==> config.mk <==
export PLATFORM = sky130hd
export DESIGN_NAME = csv_line_field_splitter_flat
export DESIGN_NICKNAME = d
export VERILOG_FILES = /design/src/sv/csvs_pkg.sv /design/src/sv/csvs_in_if.sv /design/src/sv/csvs_out_if.sv /design/src/sv/csv_line_field_splitter.sv /design/src/sv/csvs_ctrl.sv /design/src/sv/csvs_dp.sv /design/src/flat_wrapper.sv
export SDC_FILE = /design/constraint.sdc
export NUM_CORES = 1
export LEC_CHECK = 0
export ABC_AREA = 1
export ABC_CLOCK_PERIOD_IN_PS = 6010
export BUFFER_PORTS_ARGS = -buffer_cell sky130_fd_sc_hd__clkbuf_2
export CAP_MARGIN = 20
export CORE_MARGIN = 2
export CORE_UTILIZATION = 45
export DETAILED_ROUTE_END_ITERATION = 12
export GPL_TIMING_DRIVEN = 1
export SYNTH_ARGS = -nofsm -noshare
export SYNTH_HDL_FRONTEND = slang
export SYNTH_SLANG_ARGS = --single-unit
==> constraint.sdc <==
create_clock -name clk -period 6.01 [get_ports clk]
set_clock_uncertainty 0.2 [all_clocks]
set_input_delay 0.3005 -clock clk [delete_from_list [all_inputs] [get_ports clk]]
set_output_delay 0.3005 -clock clk [all_outputs]
set_load 0.03 [all_outputs]
==> src/sv/csvs_pkg.sv <==
// ---------------------------------------------------------------------------
// csvs_pkg
// Shared types, codes and constants for the csv line field splitter.
// ---------------------------------------------------------------------------
`default_nettype none

package csvs_pkg;

  localparam int BREAK_HOLD_DEPTH_DEF = 8;

  localparam logic [7:0] QUOTE_BYTE = 8'h22;
  localparam logic [7:0] CR_BYTE    = 8'h0D;
  localparam logic [7:0] LF_BYTE    = 8'h0A;

  // configuration port
  localparam int CFG_IDX_W  = 1;
  localparam int CFG_DATA_W = 16;
  localparam logic [CFG_IDX_W-1:0] CFG_SEPARATOR = 1'b0;
  localparam logic [CFG_IDX_W-1:0] CFG_MAX_CELLS = 1'b1;

  localparam logic [7:0]  SEPARATOR_RST = 8'd44;
  localparam logic [15:0] MAX_CELLS_RST = 16'hFFFF;

  typedef enum logic [1:0] {
    KIND_BYTE     = 2'd0,
    KIND_CELL_END = 2'd1,
    KIND_LINE_END = 2'd2
  } kind_t;

  typedef enum logic [1:0] {
    ST_OK         = 2'd0,
    ST_TOO_MANY   = 2'd1,
    ST_OPEN_QUOTE = 2'd2,
    ST_BREAK_OVF  = 2'd3
  } status_t;

  typedef struct packed {
    kind_t       kind;
    logic [7:0]  byte_out;
    logic [15:0] cell_index;
    logic [15:0] cell_total;
    status_t     status;
  } res_t;

  // controller to datapath
  typedef struct packed {
    logic latch;
    logic eval;
    logic drain;
    logic chr;
    logic report;
    logic flush;
  } ctl_cmd_t;

  // datapath to controller
  typedef struct packed {
    logic is_break;
    logic cnt_zero;
    logic drain_done;
    logic last;
    logic out_free;
    logic pend_valid;
  } dp_stat_t;

endpackage

`default_nettype wire

==> src/sv/csvs_in_if.sv <==
// ---------------------------------------------------------------------------
// csvs_in_if
// Input byte channel: valid/ready handshake with one line byte per beat.
// ---------------------------------------------------------------------------
`default_nettype none

interface csvs_in_if;
  logic       valid;
  logic       ready;
  logic [7:0] ch;
  logic       line_last;

  modport source (output valid, output ch, output line_last, input ready);
  modport sink   (input valid, input ch, input line_last, output ready);
endinterface

`default_nettype wire

==> src/sv/csvs_out_if.sv <==
// ---------------------------------------------------------------------------
// csvs_out_if
// Result channel: valid/ready handshake with one result per beat.
// ---------------------------------------------------------------------------
`default_nettype none

interface csvs_out_if;
  logic        valid;
  logic        ready;
  logic [1:0]  kind;
  logic [7:0]  byte_out;
  logic [15:0] cell_index;
  logic [15:0] cell_total;
  logic [1:0]  status;
  logic        run_last;

  modport source (output valid, output kind, output byte_out, output cell_index,
                  output cell_total, output status, output run_last, input ready);
  modport sink   (input valid, input kind, input byte_out, input cell_index,
                  input cell_total, input status, input run_last, output ready);
endinterface

`default_nettype wire

==> src/sv/csv_line_field_splitter.sv <==
// ---------------------------------------------------------------------------
// csv_line_field_splitter
// Splits the bytes of a text line into cells with quote and break handling.
// ---------------------------------------------------------------------------
// One byte is taken at a time, and no new byte is taken until the last one
// is through. A content byte steps through accept, evaluate, release of any
// held CR or LF bytes, handle and hand-off of the last result; a line's final
// content byte also passes through the line end report. A CR or LF byte is
// only stored after accept and evaluate, and goes on to report and hand-off
// when it is the line's final byte. The sequencer moves one result a cycle
// through a pending slot and the output register while the result channel
// does not stall.
`default_nettype none

module csv_line_field_splitter
  import csvs_pkg::*;
#(
  parameter int BREAK_HOLD_DEPTH = BREAK_HOLD_DEPTH_DEF
) (
  input  wire                  clk,
  input  wire                  rst_n,
  csvs_in_if.sink              in_chan,
  csvs_out_if.source           out_chan,
  input  wire                  cfg_we,
  input  wire [CFG_IDX_W-1:0]  cfg_index,
  input  wire [CFG_DATA_W-1:0] cfg_wdata
);

  ctl_cmd_t cmd;
  dp_stat_t stat;
  res_t     out_res;
  logic     out_valid;
  logic     out_run_last;
  logic     in_ready;

  csvs_ctrl u_ctrl (
    .clk      (clk),
    .rst_n    (rst_n),
    .in_valid (in_chan.valid),
    .in_ready (in_ready),
    .stat     (stat),
    .cmd      (cmd)
  );

  csvs_dp #(
    .BREAK_HOLD_DEPTH (BREAK_HOLD_DEPTH)
  ) u_dp (
    .clk          (clk),
    .rst_n        (rst_n),
    .in_ch        (in_chan.ch),
    .in_line_last (in_chan.line_last),
    .cfg_we       (cfg_we),
    .cfg_index    (cfg_index),
    .cfg_wdata    (cfg_wdata),
    .cmd          (cmd),
    .stat         (stat),
    .out_valid    (out_valid),
    .out_ready    (out_chan.ready),
    .out_res      (out_res),
    .out_run_last (out_run_last)
  );

  assign in_chan.ready       = in_ready;
  assign out_chan.valid      = out_valid;
  assign out_chan.kind       = out_res.kind;
  assign out_chan.byte_out   = out_res.byte_out;
  assign out_chan.cell_index = out_res.cell_index;
  assign out_chan.cell_total = out_res.cell_total;
  assign out_chan.status     = out_res.status;
  assign out_chan.run_last   = out_run_last;

endmodule

`default_nettype wire

==> src/sv/csvs_ctrl.sv <==
// ---------------------------------------------------------------------------
// csvs_ctrl
// Sequencer: steps one input byte through evaluation, break release,
// byte handling, line report and final flush.
// ---------------------------------------------------------------------------
`default_nettype none

module csvs_ctrl
  import csvs_pkg::*;
(
  input  wire      clk,
  input  wire      rst_n,
  input  wire      in_valid,
  output logic     in_ready,
  input  dp_stat_t stat,
  output ctl_cmd_t cmd
);

  typedef enum logic [2:0] {
    S_IDLE,
    S_EVAL,
    S_DRAIN,
    S_CHAR,
    S_REPORT,
    S_FLUSH
  } state_t;

  state_t state_r, state_nxt;
  logic   in_ready_r;

  assign in_ready = in_ready_r;

  always_comb begin
    state_nxt = state_r;
    cmd       = '0;
    unique case (state_r)
      S_IDLE: begin
        if (in_valid && in_ready_r) begin
          cmd.latch = 1'b1;
          state_nxt = S_EVAL;
        end
      end
      S_EVAL: begin
        cmd.eval = 1'b1;
        if (stat.is_break) begin
          state_nxt = stat.last ? S_REPORT : S_IDLE;
        end else begin
          state_nxt = stat.cnt_zero ? S_CHAR : S_DRAIN;
        end
      end
      S_DRAIN: begin
        if (stat.out_free) begin
          cmd.drain = 1'b1;
          if (stat.drain_done) state_nxt = S_CHAR;
        end
      end
      S_CHAR: begin
        if (stat.out_free) begin
          cmd.chr   = 1'b1;
          state_nxt = stat.last ? S_REPORT : S_FLUSH;
        end
      end
      S_REPORT: begin
        if (stat.out_free) begin
          cmd.report = 1'b1;
          state_nxt  = S_FLUSH;
        end
      end
      S_FLUSH: begin
        if (!stat.pend_valid) begin
          state_nxt = S_IDLE;
        end else if (stat.out_free) begin
          cmd.flush = 1'b1;
          state_nxt = S_IDLE;
        end
      end
      default: state_nxt = S_IDLE;
    endcase
  end

  always_ff @(posedge clk) begin
    if (!rst_n) begin
      state_r    <= S_IDLE;
      in_ready_r <= 1'b1;
    end else begin
      state_r    <= state_nxt;
      in_ready_r <= (state_nxt == S_IDLE);
    end
  end

endmodule

`default_nettype wire

==> src/sv/csvs_dp.sv <==
// ---------------------------------------------------------------------------
// csvs_dp
// Datapath: line state, held break store, config registers, one pending
// result and the output register.
// ---------------------------------------------------------------------------
`default_nettype none

module csvs_dp
  import csvs_pkg::*;
#(
  parameter int BREAK_HOLD_DEPTH = BREAK_HOLD_DEPTH_DEF
) (
  input  wire                   clk,
  input  wire                   rst_n,
  input  wire [7:0]             in_ch,
  input  wire                   in_line_last,
  input  wire                   cfg_we,
  input  wire [CFG_IDX_W-1:0]   cfg_index,
  input  wire [CFG_DATA_W-1:0]  cfg_wdata,
  input  ctl_cmd_t              cmd,
  output dp_stat_t              stat,
  output logic                  out_valid,
  input  wire                   out_ready,
  output res_t                  out_res,
  output logic                  out_run_last
);

  localparam int CNT_W = $clog2(BREAK_HOLD_DEPTH + 1);
  localparam int IDX_W = (BREAK_HOLD_DEPTH > 1) ? $clog2(BREAK_HOLD_DEPTH) : 1;
  localparam logic [CNT_W-1:0] DEPTH_C = CNT_W'(BREAK_HOLD_DEPTH);

  logic [7:0]                  sep_r, sep_nxt;
  logic [15:0]                 max_r, max_nxt;
  logic [7:0]                  ch_r, ch_nxt;
  logic                        last_r, last_nxt;
  logic                        quoted_r, quoted_nxt;
  logic                        qtent_r, qtent_nxt;
  logic [15:0]                 cell_r, cell_nxt;
  logic [CNT_W-1:0]            cnt_r, cnt_nxt;
  logic [BREAK_HOLD_DEPTH-1:0] brk_r, brk_nxt;
  logic [IDX_W-1:0]            didx_r, didx_nxt;
  logic                        seen_r, seen_nxt;
  status_t                     lstat_r, lstat_nxt;
  logic                        pend_valid_r, pend_valid_nxt;
  res_t                        pend_r, pend_nxt;
  logic                        out_valid_r, out_valid_nxt;
  res_t                        out_r, out_nxt;
  logic                        out_last_r, out_last_nxt;

  logic       ch_is_break;
  logic       out_free;
  logic       drain_done;
  logic [7:0] brk_byte;
  logic [7:0] pb_byte;
  logic       pb_sep;
  logic       pb_ovf;
  logic       res_vld;
  res_t       res;
  status_t    rep_st;

  assign ch_is_break = (ch_r == CR_BYTE) || (ch_r == LF_BYTE);
  assign out_free    = !out_valid_r || out_ready;
  assign drain_done  = (CNT_W'(didx_r) + CNT_W'(1)) == cnt_r;
  assign brk_byte    = brk_r[didx_r] ? LF_BYTE : CR_BYTE;
  assign pb_byte     = cmd.drain ? brk_byte : ch_r;
  assign pb_sep      = (pb_byte == sep_r) && !quoted_r;
  assign pb_ovf      = ({1'b0, cell_r} + 17'd1) >= {1'b0, max_r};

  assign stat.is_break   = ch_is_break;
  assign stat.cnt_zero   = (cnt_r == '0);
  assign stat.drain_done = drain_done;
  assign stat.last       = last_r;
  assign stat.out_free   = out_free;
  assign stat.pend_valid = pend_valid_r;

  assign out_valid    = out_valid_r;
  assign out_res      = out_r;
  assign out_run_last = out_last_r;

  always_comb begin
    sep_nxt        = sep_r;
    max_nxt        = max_r;
    ch_nxt         = ch_r;
    last_nxt       = last_r;
    quoted_nxt     = quoted_r;
    qtent_nxt      = qtent_r;
    cell_nxt       = cell_r;
    cnt_nxt        = cnt_r;
    brk_nxt        = brk_r;
    didx_nxt       = didx_r;
    seen_nxt       = seen_r;
    lstat_nxt      = lstat_r;
    pend_valid_nxt = pend_valid_r;
    pend_nxt       = pend_r;
    out_valid_nxt  = out_valid_r && !out_ready;
    out_nxt        = out_r;
    out_last_nxt   = out_last_r;
    res_vld        = 1'b0;
    res            = '{kind: KIND_BYTE, byte_out: 8'd0, cell_index: cell_r,
                       cell_total: 16'd0, status: ST_OK};
    rep_st         = lstat_r;

    if (cfg_we) begin
      unique case (cfg_index)
        CFG_SEPARATOR: sep_nxt = cfg_wdata[7:0];
        CFG_MAX_CELLS: max_nxt = cfg_wdata[15:0];
        default: ;
      endcase
    end

    if (cmd.latch) begin
      ch_nxt   = in_ch;
      last_nxt = in_line_last;
    end

    if (cmd.eval) begin
      didx_nxt = '0;
      if (ch_is_break) begin
        if (qtent_r) begin
          qtent_nxt  = 1'b0;
          quoted_nxt = 1'b0;
        end
        if (cnt_r < DEPTH_C) begin
          brk_nxt[cnt_r[IDX_W-1:0]] = (ch_r == LF_BYTE);
          cnt_nxt = cnt_r + CNT_W'(1);
        end else if (lstat_r == ST_OK) begin
          lstat_nxt = ST_BREAK_OVF;
        end
      end else begin
        seen_nxt = 1'b1;
        if (ch_r != QUOTE_BYTE && qtent_r) begin
          qtent_nxt  = 1'b0;
          quoted_nxt = 1'b0;
        end
      end
    end

    // ordinary byte: released break or a non-quote content byte
    if (cmd.drain || (cmd.chr && ch_r != QUOTE_BYTE)) begin
      if (pb_sep && pb_ovf) begin
        if (lstat_r == ST_OK) lstat_nxt = ST_TOO_MANY;
      end else if (pb_sep) begin
        res_vld  = 1'b1;
        res.kind = KIND_CELL_END;
        cell_nxt = cell_r + 16'd1;
      end else begin
        res_vld      = 1'b1;
        res.byte_out = pb_byte;
      end
    end

    if (cmd.drain) begin
      didx_nxt = didx_r + IDX_W'(1);
      if (drain_done) cnt_nxt = '0;
    end

    if (cmd.chr && ch_r == QUOTE_BYTE) begin
      if (qtent_r) begin
        qtent_nxt    = 1'b0;
        res_vld      = 1'b1;
        res.byte_out = QUOTE_BYTE;
      end else if (!quoted_r) begin
        quoted_nxt = 1'b1;
      end else begin
        qtent_nxt = 1'b1;
      end
    end

    if (cmd.report) begin
      res_vld        = 1'b1;
      res.kind       = KIND_LINE_END;
      res.cell_index = 16'd0;
      if (seen_r) begin
        if (rep_st == ST_OK && quoted_r && !qtent_r) rep_st = ST_OPEN_QUOTE;
        if (rep_st == ST_OK) res.cell_total = cell_r + 16'd1;
      end else begin
        rep_st = ST_OK;
      end
      // an all-break line still reports an overflow of the break store
      if (!seen_r) rep_st = lstat_r;
      res.status = rep_st;
      quoted_nxt = 1'b0;
      qtent_nxt  = 1'b0;
      cell_nxt   = 16'd0;
      cnt_nxt    = '0;
      seen_nxt   = 1'b0;
      lstat_nxt  = ST_OK;
    end

    // a result waits in the pending slot until the next one shows it is not last
    if (res_vld) begin
      if (pend_valid_r) begin
        out_valid_nxt = 1'b1;
        out_nxt       = pend_r;
        out_last_nxt  = 1'b0;
      end
      pend_valid_nxt = 1'b1;
      pend_nxt       = res;
    end

    if (cmd.flush && pend_valid_r) begin
      out_valid_nxt  = 1'b1;
      out_nxt        = pend_r;
      out_last_nxt   = 1'b1;
      pend_valid_nxt = 1'b0;
    end
  end

  always_ff @(posedge clk) begin
    if (!rst_n) begin
      sep_r        <= SEPARATOR_RST;
      max_r        <= MAX_CELLS_RST;
      quoted_r     <= 1'b0;
      qtent_r      <= 1'b0;
      cell_r       <= 16'd0;
      cnt_r        <= '0;
      seen_r       <= 1'b0;
      lstat_r      <= ST_OK;
      pend_valid_r <= 1'b0;
      out_valid_r  <= 1'b0;
    end else begin
      sep_r        <= sep_nxt;
      max_r        <= max_nxt;
      quoted_r     <= quoted_nxt;
      qtent_r      <= qtent_nxt;
      cell_r       <= cell_nxt;
      cnt_r        <= cnt_nxt;
      seen_r       <= seen_nxt;
      lstat_r      <= lstat_nxt;
      pend_valid_r <= pend_valid_nxt;
      out_valid_r  <= out_valid_nxt;
    end
  end

  always_ff @(posedge clk) begin
    ch_r       <= ch_nxt;
    last_r     <= last_nxt;
    brk_r      <= brk_nxt;
    didx_r     <= didx_nxt;
    pend_r     <= pend_nxt;
    out_r      <= out_nxt;
    out_last_r <= out_last_nxt;
  end

endmodule

`default_nettype wire

==> src/flat_wrapper.sv <==
// flat-port wrapper written by rule: the top's interface ports become plain ports
module csv_line_field_splitter_flat import csvs_pkg::*;
#(
  parameter int BREAK_HOLD_DEPTH = BREAK_HOLD_DEPTH_DEF
)
  (clk, rst_n, cfg_we, cfg_index, cfg_wdata, in_chan_valid, in_chan_ch, in_chan_line_last, in_chan_ready, out_chan_valid, out_chan_kind, out_chan_byte_out, out_chan_cell_index, out_chan_cell_total, out_chan_status, out_chan_run_last, out_chan_ready);
  csvs_in_if in_chan_i ();
  csvs_out_if out_chan_i ();
  input  wire clk;
  input  wire rst_n;
  input  wire cfg_we;
  input  wire [CFG_IDX_W-1:0] cfg_index;
  input  wire [CFG_DATA_W-1:0] cfg_wdata;
  input wire logic [$bits(in_chan_i.valid)-1:0] in_chan_valid;
  input wire logic [$bits(in_chan_i.ch)-1:0] in_chan_ch;
  input wire logic [$bits(in_chan_i.line_last)-1:0] in_chan_line_last;
  output wire logic [$bits(in_chan_i.ready)-1:0] in_chan_ready;
  output wire logic [$bits(out_chan_i.valid)-1:0] out_chan_valid;
  output wire logic [$bits(out_chan_i.kind)-1:0] out_chan_kind;
  output wire logic [$bits(out_chan_i.byte_out)-1:0] out_chan_byte_out;
  output wire logic [$bits(out_chan_i.cell_index)-1:0] out_chan_cell_index;
  output wire logic [$bits(out_chan_i.cell_total)-1:0] out_chan_cell_total;
  output wire logic [$bits(out_chan_i.status)-1:0] out_chan_status;
  output wire logic [$bits(out_chan_i.run_last)-1:0] out_chan_run_last;
  input wire logic [$bits(out_chan_i.ready)-1:0] out_chan_ready;
  assign in_chan_i.valid = in_chan_valid;
  assign in_chan_i.ch = in_chan_ch;
  assign in_chan_i.line_last = in_chan_line_last;
  assign in_chan_ready = in_chan_i.ready;
  assign out_chan_valid = out_chan_i.valid;
  assign out_chan_kind = out_chan_i.kind;
  assign out_chan_byte_out = out_chan_i.byte_out;
  assign out_chan_cell_index = out_chan_i.cell_index;
  assign out_chan_cell_total = out_chan_i.cell_total;
  assign out_chan_status = out_chan_i.status;
  assign out_chan_run_last = out_chan_i.run_last;
  assign out_chan_i.ready = out_chan_ready;
  csv_line_field_splitter #(.BREAK_HOLD_DEPTH(BREAK_HOLD_DEPTH)) u_core (.clk(clk), .rst_n(rst_n), .in_chan(in_chan_i), .out_chan(out_chan_i), .cfg_we(cfg_we), .cfg_index(cfg_index), .cfg_wdata(cfg_wdata));
endmodule
After elaboration in Yosys (flattened, before gate mapping)
Index checks and enable logic that the tools add are counted.
{"block": "word_totals", "register_bits": 164, "input_bits": 31, "output_inout_bits": 47}
{"block": "op_classes", "addsub": 5, "n_lt_le_gt_ge": 5, "n_eq_ne": 11, "mux": 76, "bitwise": 5, "reduce_logical": 37}
{"op": "$mux 44", "count": 3}
{"op": "$mux 8", "count": 6}
{"op": "$mux 3", "count": 12}
{"op": "$mux 1", "count": 35}
{"op": "$mux 2", "count": 11}
{"op": "$mux 4", "count": 5}
{"op": "$pmux 3 s6", "count": 1}
{"op": "$add 16x1->17 const B", "count": 1}
{"op": "$ge 17x16->1", "count": 1}
{"op": "$add 16x1->16 const B", "count": 1}
{"op": "$eq 8x4->1 const B", "count": 2}
{"op": "$logic_and 1x1->1", "count": 11}
{"op": "$reduce_and 2->1", "count": 5}
{"op": "$reduce_and 3->1", "count": 3}
{"op": "$bwmux 8", "count": 1}
{"op": "$eq 8x6->1 const B", "count": 1}
{"op": "$eq 8x8->1", "count": 1}
{"op": "$lt 3x4->1 const B", "count": 2}
{"op": "$ne 8x6->1 const B", "count": 1}
{"op": "$eq 3x2->1 const B", "count": 2}
{"op": "$eq 3x3->1 const B", "count": 2}
{"op": "$logic_not 3->1", "count": 2}
{"op": "$reduce_bool 2->1", "count": 3}
{"op": "$not 1->1", "count": 5}
{"op": "15 further kinds", "count": 22}

Longest topological paths before layout
{"block": "depth", "ltp_word": 15, "mapped_depth": 22, "depth_no_buf": 22}

Cells and area by module
Synthesis repeated with hierarchy kept, for this count alone.
{"block": "hier_totals", "hier_cells": 707, "hier_area_um2": 7158.1}
{"module": "csvs_dp", "instances": 1, "cells_per_inst": 654, "area_each_um2": 6844.1}
{"module": "csvs_ctrl", "instances": 1, "cells_per_inst": 53, "area_each_um2": 314.1}

Worst setup path after synthesis
OpenSTA, ideal clock, no wires.
{"block": "synth_path", "path_kind": "register to register", "start": "register u_core.u_dp.cell_r[0]", "end": "register u_core.u_dp.pend_r[0] (netlist bit) (enable)", "setup_time_ns": 0.404, "arrival_ns": 3.402, "required_time_ns": 5.406, "path_slack_ns": 2.004, "path_stages_with_launch": 19, "path_buffers": 0, "synth_period_minus_slack_ns": 4.006, "cell_sequence": "dfxtp_1 -> ha_1 -> nand3_1 -> nor2_1 -> and3_1 -> nand2_1 -> nor2_1 -> xnor2_1 -> inv_1 -> ha_1 -> a21oi_1 -> o211ai_1 -> inv_1 -> nand2_1 -> nor2_1 -> nand3_1 -> nand3_1 -> nand2_1 -> nand2_1"}
{"block": "synth_via", "elab_chain_len": 8}
{"element": "from (decl)", "line_no": "csvs_dp.sv:38", "source": "logic [15:0] cell_r, cell_nxt;"}
{"element": "from (signal assigned)", "line_no": "csvs_dp.sv:226", "source": "cell_r <= cell_nxt;"}
{"element": "$add 16x1->17 (*)", "line_no": "csvs_dp.sv:67", "source": "assign pb_ovf = ({1'b0, cell_r} + 17'd1) >= {1'b0, max_r};"}
{"element": "$ge 17x16->1 (*)", "line_no": "csvs_dp.sv:67"}
{"element": "$logic_and 1x1->1 (*)", "line_no": "csvs_dp.sv:140", "source": "if (pb_sep && pb_ovf) begin"}
{"element": "$mux 1 (*)", "line_no": "csvs_dp.sv:140"}
{"element": "$mux 1 (*)", "line_no": "csvs_dp.sv:139", "source": "if (cmd.drain || (cmd.chr && ch_r != QUOTE_BYTE)) begin"}
{"element": "$mux 1", "line_no": "csvs_dp.sv:158", "source": "if (qtent_r) begin"}
{"element": "$mux 1 (*)", "line_no": "csvs_dp.sv:157", "source": "if (cmd.chr && ch_r == QUOTE_BYTE) begin"}
{"element": "$mux 1 (*)", "line_no": "csvs_dp.sv:169", "source": "if (cmd.report) begin"}
{"element": "net u_core.u_dp.res_vld", "line_no": "csvs_dp.sv:57", "source": "logic res_vld;"}
{"element": "to (signal assigned)", "line_no": "csvs_dp.sv:240", "source": "pend_r <= pend_nxt;"}
{"element": "to (decl)", "line_no": "csvs_dp.sv:45", "source": "res_t pend_r, pend_nxt;"}
Mark *: on every way through the listed nets, which the timed path passes. The rest lies on a longest branch.
A chain may end at the register's enable or synchronous reset.

Final worst setup path
{"block": "layout_path", "start": "register u_core.u_dp.cell_r[0]", "end": "register u_core.u_dp.out_r, in the netlist u_core.u_dp.out_res[25] (enable)"}
{"block": "layout_via", "elab_chain_len": 10}
{"element": "$add 16x1->17 (*)", "line_no": "csvs_dp.sv:67"}
{"element": "$ge 17x16->1 (*)", "line_no": "csvs_dp.sv:67"}
{"element": "$logic_and 1x1->1 (*)", "line_no": "csvs_dp.sv:140"}
{"element": "$mux 1 (*)", "line_no": "csvs_dp.sv:140"}
{"element": "$mux 1 (*)", "line_no": "csvs_dp.sv:139"}
{"element": "$mux 1", "line_no": "csvs_dp.sv:158"}
{"element": "$mux 1 (*)", "line_no": "csvs_dp.sv:157"}
{"element": "$mux 1 (*)", "line_no": "csvs_dp.sv:169"}
{"element": "$reduce_bool 2->1 (no source line) (*)"}
{"element": "$reduce_and 2->1 (no source line) (*)"}
{"element": "to (signal assigned)", "line_no": "csvs_dp.sv:241", "source": "out_r <= out_nxt;"}
{"element": "to (decl)", "line_no": "csvs_dp.sv:47", "source": "res_t out_r, out_nxt;"}
Every way passes the cells marked *; elsewhere a longest branch is shown, timed or not.

==> results.tsv <==
metric	value	unit
total_power	3.15	mW
instances_no_fill	1044	
wl_per_cell	14.0	um
netlist_area	7060	um^2
ys_seq_area_share	61.8	%
period_share	77.4	%
min_to	u_core.u_dp.sep_r[2]	
grt_pass1_wl	23700	um
insertion_delay	0.42	ns
drt-initial-drc-count	413	
grt_usage	18.4	%
worst_pin_slew	1.02	ns
max_clock_freq	215	MHz
synth_top_area_share	46.0	%
worst-path-max-fanout	31	
synth_fp_nets	762	
timing.slew.headroom	31.5	%
worstReg2RegEnd	u_core.u_dp.out_res[25]	
slew_violations	0	
place.gp.congestion	0.863	
critical_path_class	flop to flop	
vias	5027	
final_nets	871	
layout_commonest_cell	nand2_1	
worstReg2RegStart	u_core.u_dp.cell_r[0]	
synth_seq_cells	164	
syn_inst	711	
hold_path_startpoint	cfg_index	
yosys_warnings	0	
core-area	15300	um^2
cts_tree	built	
ir_drop	0.191	mV
place_inst	985	
initial_core_util	46.2	%
ff2ff_path_depth	21	
grt_setup_unrepaired	no	
worst_ep_required_time	5.95	ns
startpoint_type	flop	
outcome	complete, no violations	
fp.dieH	129	um
dieArea	16700	um^2
synth_area_leaders	edfxtp_1 (46%), dfxtp_1 (16%), nand2_1 (6.5%)	
clk_path_buf_depth	2	
drive_gt1_share	15.6	%
grt_pass1_vias	4876	
rows	45	
num-fill-cells	1353	
tns	0	ns
ys_types	37	
end_kind	flop	
holdPathStages	4	
powerDensity	369	nW/um^2
syn2layout_area_growth	20.9	%
hp-class	input pin to flop	
path_clk_slew	0.06	ns
root_buffer	clkbuf_16	
antenna_cells	0	
routed_wl	14600	um
leakage	3.70	nW
yosysTopAreaCell	edfxtp_1	
avgSynthCellArea	9.93	um^2
die_w	129	um
ant_nets	0	
vias_per_cell	4.82	
grt_overflow	0	
multi_input_area	2150	um^2
portBuffers	77	
drc	0	
ios	78	
regArea	4360	um^2
finalSetupViolations	0	
antenna_found_initial	0	
cts_htree_levels	4	
hpwl	10400	um
final_cell_mix	nand2_1 (121), inv_1 (118), edfxtp_1 (108)	
drv.max_cap_violation_count	0	
hold_violations	0	
period_minus_slack	4.65	ns
grt_max_degree	47	
cp.arrival	4.59	ns
cts_buffers	17	
numClockSinks	164	
dr.pass1.iters	5	
regToRegSetupSlack	1.36	ns
-- worst max path at each step --
| stage | end | startpoint | depth (start not counted) | slack (ns) |
|---|---|---|---|---|
| global route | u_core.u_dp.out_res[7] | u_core.u_dp.cell_r[0] | 21 | 0.97 |
| finish | u_core.u_dp.out_res[25] | u_core.u_dp.cell_r[0] | 21 | 1.36 |
| global placement | u_core.u_dp.out_res[30] | u_core.u_dp.cell_r[0] | 21 | 1.75 |
| detailed placement | u_core.u_dp.out_res[30] | u_core.u_dp.cell_r[0] | 21 | 1.46 |
| floorplan | u_core.u_dp.pend_r[0] | u_core.u_dp.cell_r[0] | 18 | 2.00 |
| CTS | u_core.u_dp.out_res[25] | u_core.u_dp.cell_r[0] | 21 | 1.38 |
-- layer usage --
metal	GRT usage (%)	share of wire, %	vias up
li1	-	-	2558
met1	25.9	48	2308
met2	28.0	45	143
met3	4.21	6.0	18
met4	6.91	1.4	0
met5	0	0	-
-- kinds of logic after synthesis --
kind of cell    share of synthesized area, %
buf+inv                                 7.71
flops                                   61.8
xor+xnor                                2.36
compound gates                          6.56
fa+ha+maj                               3.55
simple gates                            18.0
-- registers in the layout, summed over array words and instances (netlist names), 2 cells and up, named ones only --
| register | cells |
|---|---|
| u_core.u_dp.out_res | 44 |
| u_core.u_dp.pend_r | 44 |
| u_core.u_dp.cell_r | 16 |
| u_core.u_dp.max_r | 16 |
| u_core.u_dp.brk_r | 8 |
| u_core.u_dp.ch_r | 8 |
| u_core.u_dp.sep_r | 8 |
| u_core.u_dp.cnt_r | 4 |
| u_core.u_ctrl.state_r | 3 |
| u_core.u_dp.didx_r | 3 |
| u_core.u_dp.lstat_r | 2 |
-- report_power, final --
group	switching [mW]	internal [mW]	leakage, nW
sequential	0.0710	1.44	1.48
clock	0.448	0.671	0.292
combinational	0.370	0.152	1.93
-- synth_stat cells --
master / n
inv_1: 119
a311oi_1: 1
and3_1: 1
nor2_4: 2
o21ai_0: 28
nand3_1: 23
edfxtp_1: 108
nor3b_1: 2
o31ai_1: 1
o21ai_1: 3
inv_2: 3
nand3_2: 3
nand2_2: 2
a211oi_1: 1
nand2_1: 122
ha_1: 20
nand3_4: 1
buf_6: 3
buf_1: 2
xor2_1: 16
nand3b_1: 3
nor4_1: 4
nand2_4: 1
buf_4: 1
nor3_1: 20
nor2_2: 2
a21oi_1: 30
nand4_1: 7
o211ai_1: 17
a31oi_1: 1
clkinv_1: 1
nor3_2: 2
nor2_1: 90
clkbuf_1: 9
or2_2: 3
xnor2_1: 3
dfxtp_1: 56
-- worst max-delay path, stage by stage (launching register included) --
cell      delay [ns]
dfxtp_1         0.48
nand3_1         0.19
nor3_2          0.20
nand3_1         0.17
nor3_1          0.21
nand2_1         0.14
nor2_1          0.13
xor2_1          0.20
inv_1           0.08
ha_1            0.30
nand2_1         0.07
nor3_1          0.18
nand4_1         0.16
nor2_1          0.13
nor2_1          0.06
nand3_1         0.14
nand3_1         0.10
nand2_1         0.10
nand3_1         0.08
nand2_1         0.09
clkinv_1        0.48
buf_4           0.47
-- repair_timing --
| action | in CTS | in global routing |
|---|---|---|
| endpoints found under the setup margin | 0 | 0 |
| gates resized for setup | 0 | 0 |
| setup buffers | 0 | 0 |
| hold endpoints to repair | 33 | 0 |
| hold buffers | 26 | 0 |
-- metrics by stage --
stage | utilization, % | instance area [um^2] | hold WS, ns | setup slack (ns)
global route | 55.9 | 8530 | 0.0932 | 0.974
detailed placement | 50.0 | 7630 | 0.205 | 1.46
global placement | 50.0 | 7630 | 0.201 | 1.75
CTS | 55.8 | 8510 | 0.0403 | 1.38
finish | 55.9 | 8530 | 0.0614 | 1.36
floorplan | - | 7060 | 0.199 | 2.00
-- cell type report --
class	count	area share, %
clock inverters	13	2.02
well taps	211	3.10
multi-input cells	409	25.2
inverters	123	5.41
clock buffers	19	5.19
flip-flops and latches	164	51.2
repair buffers	105	7.89
No activity file was read; power rests on OpenSTA's default activity.
